==> src/rtl/ffa_alu.sv <==
// shared adder/subtractor used by the allocator sequencer
module ffa_alu #(
	parameter int DW = 16
) (
	input  logic [DW-1:0] x,
	input  logic [DW-1:0] y,
	input  logic          sub,
	output logic [DW-1:0] res,
	output logic          borrow
);
	logic [DW:0] full;

	always_comb begin
		if (sub) begin
			full = {1'b0, x} - {1'b0, y};
		end else begin
			full = {1'b0, x} + {1'b0, y};
		end
	end

	assign res = full[DW-1:0];
	assign borrow = sub & full[DW];
endmodule

==> config.mk <==
export PLATFORM = sky130hd
export DESIGN_NAME = ffa_alu
export DESIGN_NICKNAME = d
export VERILOG_FILES = /design/src/rtl/ffa_alu.sv
export SDC_FILE = /design/constraint.sdc
export NUM_CORES = 1
export LEC_CHECK = 0
export BUFFER_PORTS_ARGS = -buffer_cell sky130_fd_sc_hd__buf_2
export CAP_MARGIN = 0
export CORE_ASPECT_RATIO = 1.25
export CORE_MARGIN = 10
export CORE_UTILIZATION = 51
export DETAILED_ROUTE_END_ITERATION = 8
export PLACE_DENSITY_LB_ADDON = 0.25
export SLEW_MARGIN = 20
export SYNTH_ARGS = -nofsm -noshare
export SYNTH_HDL_FRONTEND = slang
export SYNTH_SLANG_ARGS = --single-unit
==> constraint.sdc <==
create_clock -name vclk -period 4.1
set_clock_uncertainty 0.05 [all_clocks]
set_input_delay 0.615 -clock vclk [all_inputs]
set_output_delay 0.615 -clock vclk [all_outputs]
set_load 0.05 [all_outputs]
==> run summary, run 1 <==
Compared with the post-synthesis result, the final layout area differs by 25.6%. For the max-slew violation count, the log shows 0. In this run the mean area of a mapped cell was 6.90 µm². Summing over every cut layer, the via total after detailed routing is 1327.

The final cycle utilization of the critical path came out at 0.940. The hold violation total from the final report was 0; the I/O pin count was 50. The first TritonRoute pass finished after 5 iterations. STA classifies the critical path endpoint as an output pin.

The initial detailed-routing violation count is 16. The power density relative to cell area works out to 351 nW/µm². The shortest clock period the worst path allows after layout was 3.86 ns; the layout cell share with drive strength beyond 1 was 0.292. In this run the remaining antenna-violating nets after routing total 0.

The path with the worst hold slack has its endpoint at res[0]. The run gives 265 as the final-stage net count. The run gives 0 as the number of antenna violations at the first check in global routing.

Across the VDD grid, the largest voltage drop is 289 µV. The first-pass GRT wire length came out at 5.45 mm. The most prevalent standard cell on the critical path is sky130_fd_sc_hd__xnor2_1. Setup repair after global routing left no endpoint under its margin. Family with the most delay on the worst path: compound AO/OA/AOI/OAI gates. For the pin with the worst max-slew slack, the measured transition is 0.348 ns.

After clock tree synthesis, the repair step resized 0 gates. Sequential cells placed in the final layout were counted as 0. The final routed DRC violation total was 0; the register area was 0 µm².

The tool flagged a number of max-cap violations equal to 0. After floorplanning, the core was sized to cover 2160 µm². The initial standard-cell utilization of the core was 0.526. Data on the critical path is required at its endpoint by 3.43 ns.

The netlist uses 43 different library cells. Among all stages on the critical path, the largest delay is contributed by sky130_fd_sc_hd__ha_1. Setup total negative slack on the finished layout was measured at 0 ns. The final setup slack of the worst path is 0.245 ns. In the layout the commonest cells are sky130_fd_sc_hd__buf_2, sky130_fd_sc_hd__nor2_1, sky130_fd_sc_hd__ha_1, sky130_fd_sc_hd__xnor2_1, sky130_fd_sc_hd__a21oi_1. The run finished with clean final reports.

The vias per cell is 5.46. Summed over all layers, the global routing overflow is 0. The cell area that synthesis handed to floorplanning was 1140 µm². Setup violations remaining at the end of the flow were counted as 0. The worst setup path is launched from an input port. The wire length reported by the detailed router was 3.37 mm; the average routed wire per standard cell was 13.9 µm. The worst setup path is of the in2out kind. The tools report the post-synthesis net count as 216. The run gives 0.134 as the global-route total usage across every layer. For the worst slack at placement, the log shows 0.0855 ns.

The port buffer count is 50, and the die extent in y is 72.8 µm. The repair_antennas step left the layout with diodes totalling 0. The tools report the source of the worst hold timing path as y[0]. Peak fanout along the critical path: 6.

The share of synthesized area occupied by flip-flops and latches came out at 0. The estimated wirelength of the detail-placed design was 2.95 mm; the arrival time at the worst endpoint was 3.19 ns. The logs give 0.762 for the max-slew headroom at the worst pin and 0.000710 µW for the leakage power figure. The congestion estimate from routability-driven global placement came to 0.996. The die covers 4530 µm².

Along the worst hold path, the cell count comes to 4. In this run, post-CTS hold repair placed 0 buffers. The critical path contains buffers and inverters numbering 2 combined. Most common cell after layout, fill and taps aside: sky130_fd_sc_hd__buf_2. The signal on the critical path passes through buf_2, nor3_2, a31o_2, o21ai_0, xnor2_1, ha_1, nand2_1, nor2_2, o211ai_2, a21o_1, o32ai_2, xnor2_1, clkbuf_4. In the synthesized netlist, the number of instances is 165.

The number of rows in the core area is 19. The via count of the first global-routing pass was 1382; the achievable frequency was 259 MHz. Worst hold path class: in2out. The Yosys warning count came out at 0. The die is 62.3 µm wide.

The clock buffers instantiated in the layout total 0. For this run, the slowest stage of the critical path takes 0.38 ns. The maximum number of pins on one net before global-route repair was 17.

Number of setup buffers added after CTS: 0.
-- worst max-delay path by stage --
stage	startpoint	endpoint	cells past startpoint
6_report	y[3]	res[13]	13
5_1_grt	y[3]	borrow	14
4_1_cts	y[3]	res[15]	14
3_5_place_dp	y[3]	res[15]	14
3_3_place_gp	y[3]	res[15]	14
2_1_floorplan	y[3]	borrow	12
-- kinds of logic after synthesis --
group	after synthesis	share of synthesized area
muxes	2	0.0176
AOI/OAI and AO/OA	49	0.293
adders and majority gates	18	0.204
buffers and inverters	14	0.0462
xor gates and xnor gates	25	0.192
and+or+nand+nor	57	0.246
-- layer usage --
layer  track usage  up-vias  wire length, µm
met4       0.00995        0               14
met1         0.129      598             1390
met3        0.0261        2              169
met2         0.292       36             1790
li1              -      691                -
met5             0        -                0
-- report_power, final --
part | internal [µW] | total (µW) | switching, µW
clock network | 0 | 0 | 0
registers | 0 | 0 | 0
logic | 153 | 502 | 349
-- synthesized netlist by cell type, drive strengths merged, types with 2 or more instances --
| cell type | n | area share |
|---|---|---|
| nor4 | 3 | 0.016 |
| clkbuf | 3 | 0.0099 |
| xnor2 | 16 | 0.12 |
| nor3 | 4 | 0.018 |
| mux2i | 2 | 0.018 |
| xor2 | 9 | 0.069 |
| nand2b | 2 | 0.011 |
| o211ai | 4 | 0.035 |
| inv | 11 | 0.036 |
| nor2b | 2 | 0.011 |
| nor2 | 25 | 0.091 |
| ha | 17 | 0.19 |
| a21oi | 14 | 0.065 |
| nand2 | 10 | 0.033 |
| a21o | 4 | 0.026 |
| o21ai | 13 | 0.060 |
| nand3 | 3 | 0.013 |
| or2 | 2 | 0.011 |
| o21a | 3 | 0.020 |
-- worst min-delay path, cell delays in order --
cell                    delay, ns
sky130_fd_sc_hd__buf_2       0.11
sky130_fd_sc_hd__ha_1        0.13
sky130_fd_sc_hd__inv_1       0.03
sky130_fd_sc_hd__buf_2       0.20
-- cell type report --
type | instances | area [µm²]
multi-input combinational | 151 | 1090
timing repair buffer | 50 | 255
tap | 31 | 38.8
fill | 202 | 733
inverter | 11 | 41.3
-- stage by stage --
| stage | hold slack [ns] | util | instance area, µm² | power (µW) | instances |
|---|---|---|---|---|---|
| global placement | 1.64 | 0.655 | 1420 | 490 | 243 |
| global route | 1.68 | 0.661 | 1430 | 540 | 243 |
| finish | 1.64 | 0.661 | 1430 | 502 | 243 |
| floorplan | 1.41 | - | 1140 | 390 | 165 |
| detailed placement | 1.65 | 0.655 | 1420 | 498 | 243 |
| CTS | 1.65 | 0.655 | 1420 | 500 | 243 |
Power figures use the tool's default switching activity.
==> inputs of run 2 (changes only) <==
--- a/config.mk
+++ b/config.mk
@@ -8,10 +8,9 @@
 export BUFFER_PORTS_ARGS = -buffer_cell sky130_fd_sc_hd__buf_2
 export CAP_MARGIN = 0
 export CORE_ASPECT_RATIO = 1.25
-export CORE_MARGIN = 10
 export CORE_UTILIZATION = 51
 export DETAILED_ROUTE_END_ITERATION = 8
-export PLACE_DENSITY_LB_ADDON = 0.25
+export PLACE_DENSITY_LB_ADDON = 0.15
 export SLEW_MARGIN = 20
 export SYNTH_ARGS = -nofsm -noshare
 export SYNTH_HDL_FRONTEND = slang
==> run 2 against run 1 <==
The flow now finishes with violations (DRC). Total power decreased by 1.3%. Critical path depth is 2 higher. Non-clock buffer count is the same. Flip-flop and latch count unchanged. First-iteration DRC count rose by 6.3%. Global-route usage rose by 11 points. Hold slack better by 0.0081 ns. Maximum frequency decreased by 2.7%. Wire length is 13% lower. Via count grew 2.3%. Clock-buffer cell count unchanged.
==> run summary, run 2 (synthesis results as in run 1) <==
The type of element capturing the critical path is an output pin. The fraction of the core area covered by cells at the end of the flow is 0.694, and the final cycle utilization of the critical path is 0.966. The analysis attributes to net switching a power of 345 µW. The I/O pin count is 50, and the port buffer count is 50. Setup violations remaining at the end of the flow were counted as 0. Summed over all cells, the static leakage comes to 0.000709 µW. The max-slew violation count is 0. The floorplan step defined a die boundary enclosing 2430 µm². Wires add up to 2.94 mm.

The logs give 1358 for the number of vias after detailed routing and 1090 µm² for the area of the multi-input gates. Max-slew headroom at the worst pin: 0.742. The floorplan step set the die height to 54.8 µm. Most common cell after layout, fill and taps aside: sky130_fd_sc_hd__buf_2.

The congestion estimate from routability-driven global placement came to 0.977. The startpoint-to-endpoint class of the critical path was in2out. Number of antenna violations at the first check in global routing: 0. Compared with the post-synthesis result, the final layout area differs by 24.9%. The average routed wire per standard cell was 12.2 µm; the final hold slack was 1.65 ns. For the proportion of power drawn by the clock network, the log shows 0. VDD sags by at most 304 µV. Of all nets on the critical path, the largest fanout is 6.

The initial detailed-routing violation count came out at 17. The global-route total usage across every layer was 0.243. The run gives 0 ns as the sum of negative setup slack. In the final layout, flip-flops and latches occupy 0 µm². The number of buffers added to fix hold violations after cts was 0; the number of diodes added for antenna fixing was 0. Highest-delay cell along the critical path: sky130_fd_sc_hd__ha_1.

The vias per cell works out to 5.61. The worst hold path begins at y[0]. In this run the horizontal extent of the chip is 44.3 µm. Leaving out fill and tap cells, the most frequent cells in the layout are sky130_fd_sc_hd__buf_2, sky130_fd_sc_hd__nor2_1, sky130_fd_sc_hd__ha_1, sky130_fd_sc_hd__xnor2_1, sky130_fd_sc_hd__a21oi_1. The tools report the achievable frequency as 252 MHz. Category of the worst setup path launch point: an input port. The length of routed met2 wiring was 1.64 mm.

The tool flagged a number of max-cap violations equal to 0. The final routed DRC violation total is 1. The final reports fail on DRC.

The estimated wirelength of the detail-placed design is 2.57 mm, and the fill cell instance count of the final layout is 209. The shortest clock period the worst path allows after layout came out at 3.96 ns. Once detail routing completed, the nets flagged for antenna violations numbered 0. The net switching fraction of the power is 0.695.

The run gives 3.43 ns as the data required time at the worst endpoint. Walking the worst path, the cells encountered are buf_2, inv_1, ha_1, a31o_2, o21ai_0, nor2_1, xor2_1, ha_1, a21o_1, a21o_1, a21oi_1, mux2i_1, o21ai_0, nor2_1, clkbuf_4. The design internal power was 151 µW; the maximum number of pins on one net before global-route repair was 17. The tools report the part of the power in combinational logic as 1.000. For this block, wires on met1 add up to 1.18 mm.

The run gives 3.30 ns as the arrival time at the worst endpoint. The most critical setup path has its startpoint at y[0]. The number of rows in the core area is 18. The initial standard-cell utilization of the core came out at 0.556. Summed over all layers, the global routing overflow is 0.

The first detailed-routing pass took 9 iterations. The layout cell share with drive strength beyond 1 was 0.288. The highest metal layer carrying signal wires in the routed design is met4.

The share of power burned in registers is 0. The worst hold path class was in2out. For this run, the post-layout net count is 265.

The layout has 0 clock buffers. The power density relative to cell area is 348 nW/µm². The run finished, with violations left.

Maximum single-stage delay on the critical path: 0.36 ns. The logs give 1163 for the via count of the first global-routing pass and 0 for the sequential cell count. Wire segments on met3 add up to 104 µm in the final route. The first global-routing pass estimated 4.61 mm of wire. The tools report the placeable core region as 2050 µm². At the pin with the least slew margin, the transition time is 0.384 ns. For the hold violation total from the final report, the log shows 0.
[run 2: through the flow]
stage	total power, µW	cell area (µm²)	cells	worst slack, ns
floorplan	390	1140	165	0.123
global placement	485	1420	242	0.118
detailed placement	493	1420	242	0.0722
CTS	494	1420	242	0.0657
global route	532	1420	242	-0.0258
finish	496	1420	242	0.138
[run 2: worst max-delay path: cells and delay by family]
family	cells	cell delay, ns
mux	1	0.20
compound gates	6	1.13
simple gates	2	0.23
buf+inv	3	0.38
xor+xnor	1	0.16
fa+ha+maj	2	0.58
[run 2: what timing repair did]
action,4_1_cts,5_1_grt
setup buffers,0,0
gates resized for setup,0,2
endpoints found under the setup margin,0,3
[run 2: layer usage]
layer / global-route usage / vias up
met1: 0.286 / 620
met4: 0.0303 / 0
met2: 0.493 / 44
met5: 0 / -
met3: 0.00660 / 3
li1: - / 691
[run 2: area by class of cell]
| class | instances | area share |
|---|---|---|
| Inverter | 11 | 0.0290 |
| Tap cell | 30 | 0.0264 |
| Multi-Input combinational cell | 151 | 0.767 |
| Timing Repair Buffer | 50 | 0.178 |
[run 2: path summary, 6_finish.rpt]
path	endpoint	slack, ns	cells after the start
max	res[15]	0.14	15
min	res[0]	1.65	4
[run 2: power groups by stage]
stage	logic (µW)	clock network [µW]	registers [µW]
2_1_floorplan	390	0	0
3_3_place_gp	485	0	0
3_5_place_dp	493	0	0
4_1_cts	494	0	0
5_1_grt	532	0	0
6_report	496	0	0
